**src/design/b32sd_pkg.sv**
```systemverilog
`default_nettype none

package b32sd_pkg;

  localparam logic [7:0] INVALID_SYMBOL = 8'hff;
  localparam logic [7:0] LETTER_FIRST   = 8'h41;
  localparam logic [7:0] LETTER_LAST    = 8'h5a;
  localparam logic [7:0] DIGIT_FIRST    = 8'h32;
  localparam logic [7:0] DIGIT_LAST     = 8'h37;
  localparam logic [7:0] DIGIT_BASE     = 8'h1a;

  typedef struct packed {
    logic [7:0] char_code;
    logic       end_of_text;
  } char_word_t;

  typedef struct packed {
    logic [7:0] data_byte;
    logic       byte_valid;
    logic       done_res;
    logic       error;
  } result_word_t;

  // Maps an alphabet character to its 5-bit value; anything else gives INVALID_SYMBOL.
  function automatic logic [7:0] symbol_value(input logic [7:0] code);
    logic [7:0] value;
    value = INVALID_SYMBOL;
    if (code inside {[LETTER_FIRST:LETTER_LAST]}) begin
      value = code - LETTER_FIRST;
    end else if (code inside {[DIGIT_FIRST:DIGIT_LAST]}) begin
      value = code - DIGIT_FIRST + DIGIT_BASE;
    end
    return value;
  endfunction

endpackage

`default_nettype wire

```
**src/design/base32_stream_decoder.sv**
```systemverilog
// A character word is held in the input register; a result that it produces is registered
// in the result register. Throughput: one character word per cycle while the result port
// is not stalled; the character table lookup and the bit buffer shift sit between the
// input register and the result register.
// Reset (rst, synchronous, active high) empties both registers, clears the bit
// buffer and group position, and leaves the decoder at the start of a new text.
`default_nettype none

module base32_stream_decoder (
  input  wire                     clk,
  input  wire                     rst,
  input  wire                     char_valid,
  output logic                    char_stall,
  input  wire b32sd_pkg::char_word_t char_word,
  output logic                    result_valid,
  input  wire                     result_stall,
  output b32sd_pkg::result_word_t result_word
);

  // Input register.
  logic                  s1_valid;
  b32sd_pkg::char_word_t s1_word;

  // Decoder state.
  logic [6:0] pending_bits;
  logic [2:0] pending_count;
  logic [2:0] group_position;
  logic       discarding;

  logic [6:0] pending_bits_next;
  logic [2:0] pending_count_next;
  logic [2:0] group_position_next;
  logic       discarding_next;

  logic                    produce;
  b32sd_pkg::result_word_t result_next;
  logic                    out_free;
  logic                    s1_fire;

  logic [7:0]  sym;
  logic [11:0] acc;
  logic [3:0]  cnt;
  logic [3:0]  rem;
  logic [11:0] mask;
  logic [7:0]  byte_val;
  logic        have_byte;
  logic [6:0]  bits_after;
  logic [2:0]  gp_after;
  logic        bad;

  always_comb begin
    sym        = b32sd_pkg::symbol_value(s1_word.char_code);
    acc        = {pending_bits, sym[4:0]};
    cnt        = {1'b0, pending_count} + 4'd5;
    have_byte  = cnt[3];
    rem        = have_byte ? cnt - 4'd8 : cnt;
    byte_val   = 8'(acc >> rem);
    mask       = ~(12'hfff << rem);
    bits_after = 7'(acc & mask);
    gp_after   = group_position + 3'd1;
    bad        = (gp_after == 3'd1) || (gp_after == 3'd3) || (gp_after == 3'd6) ||
                 (bits_after != 7'd0);

    pending_bits_next   = pending_bits;
    pending_count_next  = pending_count;
    group_position_next = group_position;
    discarding_next     = discarding;
    produce             = 1'b0;
    result_next         = '0;

    if (discarding) begin
      // The rest of a rejected text is dropped; its last word restarts the decoder.
      if (s1_word.end_of_text) begin
        discarding_next     = 1'b0;
        pending_bits_next   = '0;
        pending_count_next  = '0;
        group_position_next = '0;
      end
    end else if (sym == b32sd_pkg::INVALID_SYMBOL) begin
      pending_bits_next    = '0;
      pending_count_next   = '0;
      group_position_next  = '0;
      discarding_next      = !s1_word.end_of_text;
      produce              = 1'b1;
      result_next.done_res = 1'b1;
      result_next.error    = 1'b1;
    end else if (s1_word.end_of_text) begin
      pending_bits_next      = '0;
      pending_count_next     = '0;
      group_position_next    = '0;
      produce                = 1'b1;
      result_next.data_byte  = have_byte ? byte_val : 8'd0;
      result_next.byte_valid = have_byte;
      result_next.done_res   = 1'b1;
      result_next.error      = bad;
    end else begin
      pending_bits_next      = bits_after;
      pending_count_next     = rem[2:0];
      group_position_next    = gp_after;
      produce                = have_byte;
      result_next.data_byte  = byte_val;
      result_next.byte_valid = have_byte;
    end
  end

  assign out_free   = !result_valid || !result_stall;
  assign s1_fire    = s1_valid && (!produce || out_free);
  assign char_stall = s1_valid && !s1_fire;

  always_ff @(posedge clk) begin
    if (rst) begin
      s1_valid       <= 1'b0;
      result_valid   <= 1'b0;
      pending_bits   <= '0;
      pending_count  <= '0;
      group_position <= '0;
      discarding     <= 1'b0;
    end else begin
      if (!char_stall) begin
        s1_valid <= char_valid;
      end
      if (s1_fire) begin
        pending_bits   <= pending_bits_next;
        pending_count  <= pending_count_next;
        group_position <= group_position_next;
        discarding     <= discarding_next;
      end
      if (s1_fire && produce) begin
        result_valid <= 1'b1;
      end else if (!result_stall) begin
        result_valid <= 1'b0;
      end
    end
  end

  always_ff @(posedge clk) begin
    if (!char_stall && char_valid) begin
      s1_word <= char_word;
    end
    if (s1_fire && produce) begin
      result_word <= result_next;
    end
  end

endmodule

`default_nettype wire
```
**config.mk**
```make
export PLATFORM = sky130hd
export DESIGN_NAME = base32_stream_decoder
export DESIGN_NICKNAME = d
export VERILOG_FILES = /design/src/design/b32sd_pkg.sv /design/src/design/base32_stream_decoder.sv
export SDC_FILE = /design/constraint.sdc
export NUM_CORES = 1
export LEC_CHECK = 0
export BUFFER_PORTS_ARGS = -buffer_cell sky130_fd_sc_hd__buf_2
export CAP_MARGIN = 10
export CORE_MARGIN = 4
export CORE_UTILIZATION = 63
export DETAILED_ROUTE_END_ITERATION = 10
export PLACE_DENSITY = 0.85
export SETUP_SLACK_MARGIN = 0.15
export SYNTH_ARGS = -nofsm -noshare
export SYNTH_HDL_FRONTEND = slang
export SYNTH_SLANG_ARGS = --single-unit
```
**constraint.sdc**
```tcl
create_clock -name clk -period 4.9 [get_ports clk]
set_input_delay 0.49 -clock clk [delete_from_list [all_inputs] [get_ports clk]]
set_output_delay 0.49 -clock clk [all_outputs]
set_load 0.005 [all_outputs]
```
# [Word-level counts from Yosys, hierarchy flattened]
# Index checks and enable logic that the tools add are counted.
[totals] ff_bits=36 in_bits=13 output_inout_bits=13 elab_cells=78
[classes] bitwise=2 magnitude_cmp=4 muxes=26 n_addsub=6 shift=2 eq_ne=6 n_reduce_logical=20
[op_table] cell="7-bit 2-to-1 mux" n=4
[op_table] cell="8-bit 2-to-1 mux" n=3
[op_table] cell="3-bit 2-to-1 mux" n=7
[op_table] cell="12-bit by 4-bit left shift with 7-bit output, first input constant" n=1
[op_table] cell="12-bit by 4-bit >> shifter with 8-bit output" n=1
[op_table] cell="9-bit 2-to-1 mux" n=1
[op_table] cell="8-bit by 5-bit adder with 8-bit output, second input constant" n=1
[op_table] cell="8-bit == test, second input constant" n=1
[op_table] cell="8-bit by 6-bit greater-or-equal comparator with 1-bit output, second input constant" n=1
[op_table] cell="8-bit by 7-bit greater-or-equal comparator with 1-bit output, second input constant" n=1
[op_table] cell="8-bit by 6-bit less-or-equal comparator with 1-bit output, second input constant" n=1
[op_table] cell="8-bit by 7-bit less-or-equal comparator with 1-bit output, second input constant" n=1
[op_table] cell="1-bit 2-to-1 mux" n=8
[op_table] cell="8-bit by 6-bit subtractor with 8-bit output, second input constant" n=1
[op_table] cell="8-bit by 7-bit subtractor with 8-bit output, second input constant" n=1
[op_table] cell="7-bit AND" n=1
[op_table] cell="7-bit inverter" n=1
[op_table] cell="7-bit nonzero test" n=1
[op_table] cell="1-bit logical AND" n=6
[op_table] cell="1-bit logical NOT" n=6
[op_table] cell="1-bit logical OR" n=5
[op_table] cell="3-bit by 3-bit adder with 4-bit output, second input constant" n=1
[op_table] cell="2-bit 2-to-1 mux" n=2
[op_table] cell="4-bit 2-to-1 mux" n=1
[op_table] cell="other kinds (9)" n=9

# [Longest topological paths before layout]
# Gate-level depths: netlist of the first run.
[logic_depth] depth_word=14 ltp_mapped=10 depth_no_buf=8

# [Worst setup path before layout of the first run]
# No wires, ideal clock.
[synth_path] path_kind="reg-to-reg" from="register pending_count[0]" to="register result_word[0] in the netlist's numbering, data pin" period_less_slack_ns=3.039 arrival_ns=2.776 setup_ns=0.264 n_path_buf=2 t_required_ns=4.636 slack_ns=1.861 path_stages_with_launch=11 path_cell_list="dfxtp_1 -> clkbuf_1 -> clkinv_1 -> ha_1 -> clkbuf_1 -> nand2b_1 -> a21oi_1 -> a21oi_1 -> o21ai_0 -> a2111o_1 -> o41a_1"
[synth_via] elab_chain_cells=10
[synth_lines] item="start: declaration" line_no="base32_stream_decoder.sv:26" text="logic [2:0] pending_count;"
[synth_lines] item="start signal: assignment" line_no="base32_stream_decoder.sv:124" text="pending_count <= pending_count_next;"
[synth_lines] item="3-bit by 3-bit adder with 4-bit output (*)" line_no="base32_stream_decoder.sv:54" text="cnt = {1'b0, pending_count} + 4'd5;"
[synth_lines] item="4-bit subtractor" line_no="base32_stream_decoder.sv:56" text="rem = have_byte ? cnt - 4'd8 : cnt;"
[synth_lines] item="4-bit 2-to-1 mux (*)" line_no="base32_stream_decoder.sv:56"
[synth_lines] item="12-bit by 4-bit left shift with 7-bit output (*)" line_no="base32_stream_decoder.sv:58" text="mask = ~(12'hfff << rem);"
[synth_lines] item="7-bit inverter (*)" line_no="base32_stream_decoder.sv:58"
[synth_lines] item="7-bit AND (*)" line_no="base32_stream_decoder.sv:59" text="bits_after = 7'(acc & mask);"
[synth_lines] item="7-bit nonzero test (*)" line_no="base32_stream_decoder.sv:62" text="(bits_after != 7'd0);"
[synth_lines] item="1-bit logical OR (*)" line_no="base32_stream_decoder.sv:61" text="bad = (gp_after == 3'd1) || (gp_after == 3'd3) || (gp_after == 3'd6) ||"
[synth_lines] item="2-bit 2-to-1 mux (*)" line_no="base32_stream_decoder.sv:87" text="end else if (s1_word.end_of_text) begin"
[synth_lines] item="2-bit 2-to-1 mux (*)" line_no="base32_stream_decoder.sv:79" text="end else if (sym == b32sd_pkg::INVALID_SYMBOL) begin"
[synth_lines] item="end signal: assignment" line_no="base32_stream_decoder.sv:141" text="result_word <= result_next;"
[synth_lines] item="end: declaration" line_no="base32_stream_decoder.sv:17" text="output b32sd_pkg::result_word_t result_word"
# Every way passes the cells marked *; elsewhere a longest branch is shown, timed or not.
# A chain may end at the register's enable or synchronous reset.

# [Worst setup path after layout of the first run]
[layout_path] from="register s1_word[1] in the netlist's numbering" to="register result_word[10] in the netlist's numbering (enable)"
[layout_via] elab_chain_cells=11
[layout_lines] item="start: declaration" line_no="base32_stream_decoder.sv:22" text="b32sd_pkg::char_word_t s1_word;"
[layout_lines] item="start signal: assignment" line_no="base32_stream_decoder.sv:138" text="s1_word <= char_word;"
[layout_lines] item="8-bit by 6-bit subtractor with 8-bit output (tied with other cells)" line_no="b32sd_pkg.sv:31" text="value = code - DIGIT_FIRST + DIGIT_BASE;"
[layout_lines] item="8-bit by 5-bit adder with 8-bit output / 1-bit logical AND (equally long branches)" line_no="b32sd_pkg.sv:31, b32sd_pkg.sv:30"
[layout_lines] item="8-bit 2-to-1 mux" line_no="b32sd_pkg.sv:30" text="end else if (code inside {[DIGIT_FIRST:DIGIT_LAST]}) begin"
[layout_lines] item="8-bit 2-to-1 mux (*)" line_no="b32sd_pkg.sv:28" text="if (code inside {[LETTER_FIRST:LETTER_LAST]}) begin"
[layout_lines] item="8-bit == test (*)" line_no="base32_stream_decoder.sv:79"
[layout_lines] item="1-bit 2-to-1 mux (*)" line_no="base32_stream_decoder.sv:79"
[layout_lines] item="1-bit 2-to-1 mux (*)" line_no="base32_stream_decoder.sv:71" text="if (discarding) begin"
[layout_lines] item="1-bit logical NOT" line_no="base32_stream_decoder.sv:107" text="assign s1_fire = s1_valid && (!produce || out_free);"
[layout_lines] item="1-bit logical OR" line_no="base32_stream_decoder.sv:107"
[layout_lines] item="1-bit logical AND" line_no="base32_stream_decoder.sv:107"
[layout_lines] item="1-bit logical AND (*)" line_no="base32_stream_decoder.sv:140" text="if (s1_fire && produce) begin"
# Marks and branches as above.

==> impl_metrics.env, run 1 <==
export IMPL_port_buffers=25
export IMPL_syn_avg_cell_area_um2=9.92
export IMPL_num_vias=1934
export IMPL_crit_chain="inv_1 -> ha_1 -> nor4b_4 -> nand3b_1 -> a2111o_1 -> a21oi_4 -> nor3b_2 -> nor2b_1"
export IMPL_netlist_area_um2=2400
export IMPL_seq_area_frac_synth=0.384
export IMPL_fmax_mhz=284
export IMPL_rows=22
export IMPL_hold_path_depth=1
export IMPL_crit_required_ns=4.81
export IMPL_power_frac_comb=0.124
export IMPL_die_height_um=69.7
export IMPL_post_cts_resized=0
export IMPL_drtAntennaViolNets=0
export IMPL_layout_min_cycle_time_ns=3.53
export IMPL_drt_total_wl_mm=5.04
export IMPL_grt_overflow_total=0
export IMPL_mappedNetlistNets=268
export IMPL_crit_fanout=11
export IMPL_drc=0
export IMPL_clock_path_buffers=2
export IMPL_synth_cell_types=59
export IMPL_async_flop_share=0
export IMPL_multiInputGateArea_um2=1350
export IMPL_critical_path_max_stage_delay_ns=0.78
export IMPL_worstSkewPairLatency_ns=0.29
export IMPL_grt_pass1_vias=1785
export IMPL_p_int_mw=0.491
export IMPL_dp_slack_ns=1.44
export IMPL_die_area_um2=4860
export IMPL_num_nets_final=287
export IMPL_clkTransAtPathRegs_ns=0.07
export IMPL_maxSlewHeadroom=0.282
export IMPL_period_share=0.720
export IMPL_cp_start_kind="register"
export IMPL_wl_per_cell_um=16.2
export IMPL_io_pin_count=26
export IMPL_synth_flop_cell="edfxtp_1"
export IMPL_seqCellArea_um2=921
export IMPL_synthCells=242
export IMPL_cts_buffers=5
export IMPL_maxSlewViolCount=0
export IMPL_synth_edff_count=20
export IMPL_peakVddDrop_uv=255
export IMPL_outcome="completed"
export IMPL_yosys_warnings=0
export IMPL_initial_utilization=0.656
export IMPL_dp_hpwl_mm=3.78
export IMPL_fp_dieW_um=69.7
export IMPL_rr_worst_depth=8
export IMPL_rsz0062_at_grt="false"
export IMPL_grt_total_usage=0.214
export IMPL_drtIter0Drc=175
export IMPL_layout_drive_gt1_share=0.202
export IMPL_reg2reg_slack_ns=1.37
export IMPL_hold_ws_ns=0.371
export IMPL_finalHoldViolCount=0
export IMPL_cp_end_kind="register"
export IMPL_antenna_found_initial=0
export IMPL_leakagePower_nw=0.971
export IMPL_skew_ns=0.00851
export IMPL_grt_pass1_wl_mm=8.49
export IMPL_powerDensity_nw_per_um2=251
export IMPL_finalSetupTns_ns=0
export IMPL_ys_ff_latch=36
export IMPL_max_cap_viol_count=0
export IMPL_placed_cell_area_um2=2510
export IMPL_p_sw_mw=0.165
export IMPL_area_growth_pct=8.97
export IMPL_firstDrtPassIters=4
export IMPL_cp_slowest_cell="nor2b_1"
export IMPL_grt_max_degree=25
export IMPL_root_buffer="clkbuf_8"
export IMPL_p_sw_frac=0.252
export IMPL_cts_hold_buf=0
export IMPL_hold_path_class="in -> reg"
export IMPL_tightest_slew_ns=1.07
export IMPL_h_tree_depth=2
export IMPL_setup_ws_ns=1.37
export IMPL_cts_tree="yes"
export IMPL_p_total_mw=0.656
export IMPL_crit_type="reg -> reg"
export IMPL_design_area_um2=2620
export IMPL_cp_arrival_ns=3.44
export IMPL_setup_viol=0
export IMPL_cts_sinks=36
export IMPL_cts_setup_buffers=0
export IMPL_core_um2=3660
export IMPL_vias_per_cell=6.24
export IMPL_fillers=284
export IMPL_n_antenna_cell=0
export IMPL_gp_congestion=0.899
export IMPL_p_clk_frac=0.351
export IMPL_seq_power_share=0.526
worst max-delay path: cells and delay by family (launching register included):
| kind | cells | cell delay, ns |
|---|---|---|
| AND/OR/NAND/NOR | 4 | 1.39 |
| buffers and inverters | 1 | 0.15 |
| flip-flops | 1 | 0.55 |
| AO/OA/AOI/OAI | 2 | 0.76 |
| adder cells (fa/ha/maj) | 1 | 0.28 |
cells in the final DEF, fill, tap and decap left out, types with 4 or more instances in the layout:
cell,instances
buf_2,25
nand2_1,21
inv_1,14
nor2_1,19
a31oi_1,4
o211ai_1,4
ha_1,13
nand3_1,10
a211oi_1,7
mux2i_1,17
a21oi_1,12
nor2b_1,5
clkbuf_8,7
edfxtp_1,20
dfxtp_1,16
nor3_1,5
cell type report:
type / instances / share of cell area
Tap cell: 48 / 0.0230
Multi-Input combinational cell: 177 / 0.516
Inverter: 16 / 0.0230
Timing Repair Buffer: 25 / 0.0478
Clock buffer: 8 / 0.0383
Sequential cell: 36 / 0.352
power by group through the flow:
stage	sequential, mW	combinational (mW)	clock, mW
after floorplan	0.345	0.0654	0
after global placement	0.351	0.0781	0
after detailed placement	0.351	0.0796	0
after CTS	0.344	0.0800	0.238
after global routing	0.346	0.0885	0.251
final	0.345	0.0811	0.230
state kept, by name, summed over array words and instances (netlist names):
name,flops
discarding,1
group_position,3
pending_bits,7
pending_count,3
result_valid,1
result_word,11
s1_valid,1
s1_word,9
final timing paths:
| path | from | endpoint |
|---|---|---|
| worst max-delay path | s1_word[1]$_DFFE_PP_ | result_word[10]$_SDFFCE_PP0P_ |
| worst min-delay path | char_word[0] | s1_word[0]$_DFFE_PP_ |
| worst max register to register | s1_word[1]$_DFFE_PP_ | result_word[10]$_SDFFCE_PP0P_ |
| worst min register to register | pending_count[2]$_SDFFE_PP0P_ | pending_count[2]$_SDFFE_PP0P_ |
layer usage:
metal  GRT usage  share of wire  wire [µm]  vias to the layer above
li1            -              -          -                      944
met1       0.287           0.45       2260                      927
met2       0.350           0.48       2430                       57
met3      0.0464          0.057        285                        6
met4      0.0617          0.011         56                        0
met5           0              0          0                        -
kinds of logic (layout without fill, tap and decap cells):
family | after synthesis | in the layout | share of synthesized area
flip-flops | 36 | 36 | 0.384
AO/OA/AOI/OAI | 60 | 60 | 0.193
adder cells (fa/ha/maj) | 13 | 13 | 0.0678
buffers and inverters | 29 | 49 | 0.0542
XOR/XNOR | 2 | 2 | 0.00730
AND/OR/NAND/NOR | 80 | 80 | 0.186
multiplexers | 22 | 22 | 0.108
synth_stat cells (3+ instances only):
cell / count / area, µm²
nand2_1: 21 / 78.8
edfxtp_1: 20 / 601
nor2_1: 19 / 71.3
mux2i_1: 17 / 170
dfxtp_1: 16 / 320
inv_1: 14 / 52.6
ha_1: 13 / 163
a21oi_1: 12 / 60.1
nand3_1: 10 / 50.1
clkbuf_1: 8 / 30.0
a211oi_1: 7 / 52.6
nor2b_1: 5 / 31.3
nor3_1: 5 / 25.0
a31oi_1: 4 / 25.0
o211ai_1: 4 / 30.0
mux4_2: 3 / 67.6
nand2b_1: 3 / 18.8
nand3b_1: 3 / 22.5
nand4b_1: 3 / 26.3
o21a_1: 3 / 22.5
per-stage QoR:
step | utilization | cells
after floorplan | - | 242
after global placement | 0.687 | 302
after detailed placement | 0.687 | 302
after CTS | 0.714 | 310
after global routing | 0.714 | 310
final | 0.714 | 310
(Power assumes the default switching activity.)
==> run 2, diff against run 1 <==
- CORE_UTILIZATION: 63 -> 53
- PLACE_DENSITY: 0.85 -> 0.76
- clock period: 4.9 -> 2.9 ns (I/O delays scaled with it)
==> run 2 against run 1 <==
Net effect:
- clock skew shrank 0.0015 ns
- global-route usage shrank 1.7 points
- critical path depth grew 1
- highest routed layer unchanged
- sequential share of layout area shrank 1.9 points
- die area grew 17%
- critical endpoint is now char_stall
- first-iteration DRC count shrank 37%
- combinational power grew 100%
==> impl_metrics.env, run 2 (synthesis gave the netlist of run 1 again) <==
export IMPL_layout_min_cycle_time_ns=2.63
export IMPL_cp_top_family="compound AO/OA/AOI/OAI gates"
export IMPL_rows=24
export IMPL_grt_pass1_wl_mm=8.58
export IMPL_cp_arrival_ns=2.34
export IMPL_grt_max_degree=22
export IMPL_layout_commonest_cell="buf_2"
export IMPL_dp_hpwl_mm=3.75
export IMPL_layout_drive_gt1_share=0.269
export IMPL_die_area_um2=5670
export IMPL_crit_fanout=8
export IMPL_leakagePower_nw=1.05
export IMPL_crit_type="reg -> out"
export IMPL_n_antenna_cell=0
export IMPL_drc=0
export IMPL_p_sw_frac=0.249
export IMPL_period_share=0.908
export IMPL_outcome="completed"
export IMPL_initial_utilization=0.551
export IMPL_use_met2=0.312
export IMPL_max_cap_viol_count=0
export IMPL_rsz0062_at_grt="true"
export IMPL_cts_sinks=36
export IMPL_cp_slowest_cell="edfxtp_1"
export IMPL_skew_ns=0.00706
export IMPL_top_register="result_word"
export IMPL_p_int_mw=0.823
export IMPL_finalHoldViolCount=0
export IMPL_p_sw_mw=0.273
export IMPL_area_growth_pct=15.2
export IMPL_crit_buf_inv=2
export IMPL_grt_pass1_vias=1909
export IMPL_clkTransAtPathRegs_ns=0.07
export IMPL_crit_chain="buf_4 -> ha_1 -> nor4b_2 -> o211ai_2 -> o31ai_2 -> a21oi_4 -> nor3b_2 -> nor3_1 -> buf_2"
export IMPL_drt_total_wl_mm=5.02
export IMPL_fmax_mhz=380
export IMPL_antenna_found_initial=0
export IMPL_die_height_um=75.3
export IMPL_port_buffers=25
export IMPL_grt_overflow_total=0
export IMPL_maxSlewHeadroom=0.707
export IMPL_worstSkewPairLatency_ns=0.28
export IMPL_tightest_slew_ns=0.438
export IMPL_final_cell_mix="buf_2, nand2_1, edfxtp_1"
export IMPL_grt_total_usage=0.197
export IMPL_drtAntennaViolNets=0
export IMPL_core_um2=4350
export IMPL_setup_viol=0
export IMPL_power_frac_comb=0.151
export IMPL_fp_dieW_um=75.3
export IMPL_io_pin_count=26
export IMPL_root_buffer="clkbuf_8"
export IMPL_wl_per_cell_um=15.2
export IMPL_grtUsageMet3=0.0475
export IMPL_place_inst=317
export IMPL_p_clk_frac=0.327
export IMPL_finalSetupTns_ns=0
export IMPL_busiest_layer="met2"
export IMPL_cts_buffers=5
export IMPL_cts_tree="yes"
export IMPL_top_regs="result_word x11, s1_word x9, pending_bits x7"
export IMPL_cp_start_kind="register"
export IMPL_largest_register_ffs=11
export IMPL_fin_cells=331
export IMPL_reg2reg_slack_ns=0.41
export IMPL_num_vias=1940
export IMPL_num_nets_final=304
export IMPL_seq_power_share=0.522
export IMPL_cp_end_kind="output port"
export IMPL_grtUsageMet1=0.259
export IMPL_h_tree_depth=2
export IMPL_cts_hold_buf=0
export IMPL_clock_path_buffers=2
export IMPL_vias_per_cell=5.86
export IMPL_hold_path_class="in -> reg"
export IMPL_peakVddDrop_uv=271
export IMPL_maxSlewViolCount=0
export IMPL_firstDrtPassIters=4
export IMPL_powerDensity_nw_per_um2=396
export IMPL_crit_required_ns=2.61
export IMPL_gp_congestion=0.874
export IMPL_critical_path_max_stage_delay_ns=0.42
export IMPL_drtIter0Drc=111
## run 2: changes by cell type in the layout (fill, tap and decap cells not counted), sizes merged
cell and delta:
buf +17
## run 2: worst reg2reg max path: stages (launching register included)
cell and delay (ns):
edfxtp_1 0.40, buf_4 0.19, nor4b_2 0.29, o211ai_2 0.24, nor2_1 0.25, a221oi_1 0.11
a2111o_1 0.40, o41a_1 0.36
## run 2: area by class of cell
| cell class | instances | area (µm²) |
|---|---|---|
| inverter | 16 | 60.1 |
| timing repair buffer | 42 | 253 |
| sequential | 36 | 921 |
| tap | 52 | 65.1 |
| fill | 342 | 1590 |
| clock buffer | 8 | 90.1 |
| multi-input combinational | 177 | 1380 |
## run 2: path summary, 6_finish.rpt
check / cells after the start / from / endpoint
max: 9 / s1_word[5]$_DFFE_PP_ / char_stall
min: 1 / char_word[5] / s1_word[5]$_DFFE_PP_
max reg2reg: 7 / s1_word[1]$_DFFE_PP_ / result_word[0]$_SDFFCE_PP0P_
min reg2reg: 2 / pending_count[2]$_SDFFE_PP0P_ / pending_count[2]$_SDFFE_PP0P_
## run 2: what timing repair did
action	4_1_cts	5_1_grt
endpoints found under the setup margin	1	10
pin swaps	1	3
buffers inserted	4	2
gates resized for setup	2	4
## run 2: metrics by stage
step | worst slack (ns) | instance area, µm² | hold WS (ns) | total power, mW | util
final | 0.268 | 2760 | 0.180 | 1.10 | 0.635
after global routing | 0.111 | 2760 | 0.158 | 1.15 | 0.635
after CTS | 0.156 | 2730 | 0.167 | 1.10 | 0.628
after detailed placement | 0.177 | 2610 | 0.469 | 0.738 | 0.599
after global placement | 0.257 | 2610 | 0.461 | 0.736 | 0.599
after floorplan | 0.163 | 2410 | 0.368 | 0.694 | -
## run 2: per-layer routing
| metal | vias up | wire length (µm) |
|---|---|---|
| met5 | - | 0 |
| met4 | 0 | 59 |
| met3 | 4 | 236 |
| met2 | 45 | 2410 |
| met1 | 914 | 2320 |
| li1 | 977 | - |
## run 2: power groups by stage
stage | sequential [mW] | combinational, mW | clock [mW]
2_1_floorplan | 0.582 | 0.112 | 0
6_report | 0.572 | 0.166 | 0.358
4_1_cts | 0.572 | 0.160 | 0.371
3_5_place_dp | 0.587 | 0.151 | 0
3_3_place_gp | 0.587 | 0.149 | 0
5_1_grt | 0.574 | 0.183 | 0.396
==> run 3, diff against run 2 <==
- ABC_AREA: not set -> 1
- CORE_MARGIN: 4 -> not set
==> run 3 against run 2 <==
Net effect:
- register-to-register slack is essentially flat
- via count grew 13%
- critical path depth grew 3
- power grew 17%
- sequential power grew 5.9%
- global-route usage grew 3.2 points
- die area shrank 14%
- core utilization shrank 1.9 points
- non-clock buffer count shrank 12
- synthesized cell count grew 38%
- highest routed layer unchanged
- largest power group unchanged
- count of clock-buffer cells in the layout shrank 3
==> impl_metrics.env, run 3 <==
export IMPL_initial_utilization=0.556
export IMPL_reg2reg_from="s1_word[1]$_DFFE_PP_"
export IMPL_p_sw_mw=0.419
export IMPL_powerDensity_nw_per_um2=474
export IMPL_top_register="result_word"
export IMPL_cts_sinks=36
export IMPL_fp_dieW_um=69.8
export IMPL_critical_path_max_stage_delay_ns=0.39
export IMPL_hold_ws_ns=0.163
export IMPL_dp_hpwl_mm=3.75
export IMPL_grt_total_usage=0.229
export IMPL_gp_congestion=0.992
export IMPL_largest_register_ffs=11
export IMPL_tightest_slew_ns=0.597
export IMPL_layout_commonest_cell="nand2_1"
export IMPL_fillers=398
export IMPL_crit_type="reg -> out"
export IMPL_drtAntennaViolNets=0
export IMPL_vias_per_cell=5.34
export IMPL_n_antenna_cell=0
export IMPL_max_cap_viol_count=0
export IMPL_ys_ff_latch=36
export IMPL_mappedNetlistNets=359
export IMPL_synth_edff_count=20
export IMPL_maxSlewHeadroom=0.602
export IMPL_area_growth_pct=10.7
export IMPL_outcome="completed"
export IMPL_synth_flop_cell="edfxtp_1"
export IMPL_grt_max_degree=19
export IMPL_p_clk_frac=0.288
export IMPL_async_flop_share=0
export IMPL_layout_drive_gt1_share=0.174
export IMPL_io_pin_count=26
export IMPL_port_buffers=25
export IMPL_antenna_found_initial=0
export IMPL_skew_ns=0.00293
export IMPL_cts_tree="yes"
export IMPL_setup_viol=0
export IMPL_layout_min_cycle_time_ns=2.54
export IMPL_crit_required_ns=2.61
export IMPL_drt_total_wl_mm=5.07
export IMPL_cp_end_kind="output port"
export IMPL_finalHoldViolCount=0
export IMPL_h_tree_depth=2
export IMPL_peakVddDrop_uv=351
export IMPL_synth_area_leaders="edfxtp_1, dfxtp_1, nand2_1"
export IMPL_synth_most_common_cell="nand2_1"
export IMPL_yosys_warnings=0
export IMPL_cp_top_family="simple AND/OR/NAND/NOR gates"
export IMPL_final_cell_mix="nand2_1, nor2_1, inv_1"
export IMPL_core_um2=4380
export IMPL_num_vias=2186
export IMPL_multiInputGateArea_um2=1270
export IMPL_root_buffer="clkbuf_8"
export IMPL_cp_start_kind="register"
export IMPL_crit_fanout=8
export IMPL_die_height_um=69.8
export IMPL_maxSlewViolCount=0
export IMPL_period_share=0.877
export IMPL_leakagePower_nw=1.23
export IMPL_synth_top_area_share=0.246
export IMPL_rsz0062_at_grt="false"
export IMPL_finalSetupTns_ns=0
export IMPL_crit_buf_inv=3
export IMPL_rows=24
export IMPL_seq_area_frac_synth=0.378
export IMPL_grt_pass1_wl_mm=8.89
export IMPL_p_sw_frac=0.328
export IMPL_crit_chain="inv_2 -> ha_1 -> nand2_1 -> nand3_2 -> nand4_1 -> nand2_1 -> nor2_1 -> nand3_4 -> nand2_4 -> nand4_1 -> inv_1 -> buf_2"
export IMPL_fmax_mhz=393
export IMPL_firstDrtPassIters=5
export IMPL_syn_avg_cell_area_um2=7.32
export IMPL_grt_pass1_vias=1968
export IMPL_synthCells=333
export IMPL_seqCellArea_um2=921
export IMPL_clkTransAtPathRegs_ns=0.08
export IMPL_top_regs="result_word x11, s1_word x9, pending_bits x7"
export IMPL_drtIter0Drc=169
export IMPL_clock_path_buffers=2
export IMPL_die_area_um2=4880
export IMPL_seq_power_share=0.474
export IMPL_cp_arrival_ns=2.25
export IMPL_drc=0
export IMPL_power_frac_comb=0.238
export IMPL_p_int_mw=0.860
export IMPL_synth_top_area_cell="edfxtp_1"
export IMPL_wl_per_cell_um=12.4
export IMPL_synth_top_cells_by_count="nand2_1, nor2_1, inv_1, nand3_1, nand4_1"
export IMPL_cts_buffers=5
export IMPL_netlist_area_um2=2440
export IMPL_synth_cell_types=38
export IMPL_hold_start="char_word[8]"
export IMPL_worstSkewPairLatency_ns=0.29
export IMPL_grt_overflow_total=0
export IMPL_crit_path_start="s1_word[1]$_DFFE_PP_"
export IMPL_cp_slowest_cell="edfxtp_1"
export IMPL_hold_path_class="in -> reg"
export IMPL_num_nets_final=382
## run 3: metrics by stage
stage | cells | cell area (µm²) | setup WS [ns] | total power, mW | util
final | 409 | 2700 | 0.357 | 1.28 | 0.616
after global routing | 409 | 2700 | 0.164 | 1.36 | 0.616
after CTS | 408 | 2690 | 0.235 | 1.29 | 0.613
after detailed placement | 400 | 2590 | 0.332 | 0.918 | 0.592
after global placement | 400 | 2590 | 0.427 | 0.916 | 0.592
after floorplan | 333 | 2440 | 0.656 | 0.841 | -
## run 3: power groups by stage
stage / Combinational (mW) / Clock (mW) / Sequential, mW
2_1_floorplan: 0.234 / 0 / 0.607
3_3_place_gp: 0.298 / 0 / 0.618
3_5_place_dp: 0.300 / 0 / 0.618
4_1_cts: 0.301 / 0.379 / 0.607
5_1_grt: 0.350 / 0.400 / 0.611
6_report: 0.305 / 0.368 / 0.606
## run 3: kinds of logic (layout without fill, tap and decap cells)
kind of cell,after synthesis,count (layout),synth area share
AND/OR/NAND/NOR,178,178,0.350
AO/OA/AOI/OAI,40,40,0.0929
buffers and inverters,63,87,0.102
flip-flops,36,36,0.378
XOR/XNOR,3,3,0.0108
adder cells (fa/ha/maj),13,13,0.0667
## run 3: what timing repair did
item                                    in CTS  in global routing
buffers inserted                             0                  1
hold buffers                                 0                  0
resized for setup                            0                  4
endpoints found under the setup margin       0                 20
## run 3: path summary, 6_finish.rpt
| path | slack, ns | cells past startpoint | endpoint |
|---|---|---|---|
| worst min-delay path | 0.16 | 1 | s1_word[8]$_DFFE_PP_ |
| worst max-delay path | 0.36 | 12 | char_stall |
| worst max register to register | 0.41 | 12 | result_word[6]$_SDFFCE_PP0P_ |
| worst min register to register | 0.51 | 2 | discarding$_SDFFE_PP0P_ |
## run 3: routing by layer
metal / global-route usage / vias to the layer above / part of all wire
li1: - / 1143 / -
met1: 0.299 / 957 / 0.46
met2: 0.363 / 80 / 0.47
met3: 0.0567 / 6 / 0.058
met4: 0.0889 / 0 / 0.011
met5: 0 / - / 0
## run 3: final cells by class
| class | count | area share |
|---|---|---|
| clock inverters | 3 | 0.00881 |
| well taps | 52 | 0.0241 |
| repair buffers | 30 | 0.0603 |
| flip-flops and latches | 36 | 0.341 |
| inverters | 49 | 0.0682 |
| clock buffers | 5 | 0.0255 |
| multi-input cells | 234 | 0.472 |
## run 3: worst register-to-register path: cells and delay by family (launching register included)
kind | cells | cell delay, ns
fa+ha+maj | 1 | 0.20
flops | 1 | 0.39
compound gates | 1 | 0.36
simple gates | 9 | 1.21
buf+inv | 1 | 0.09
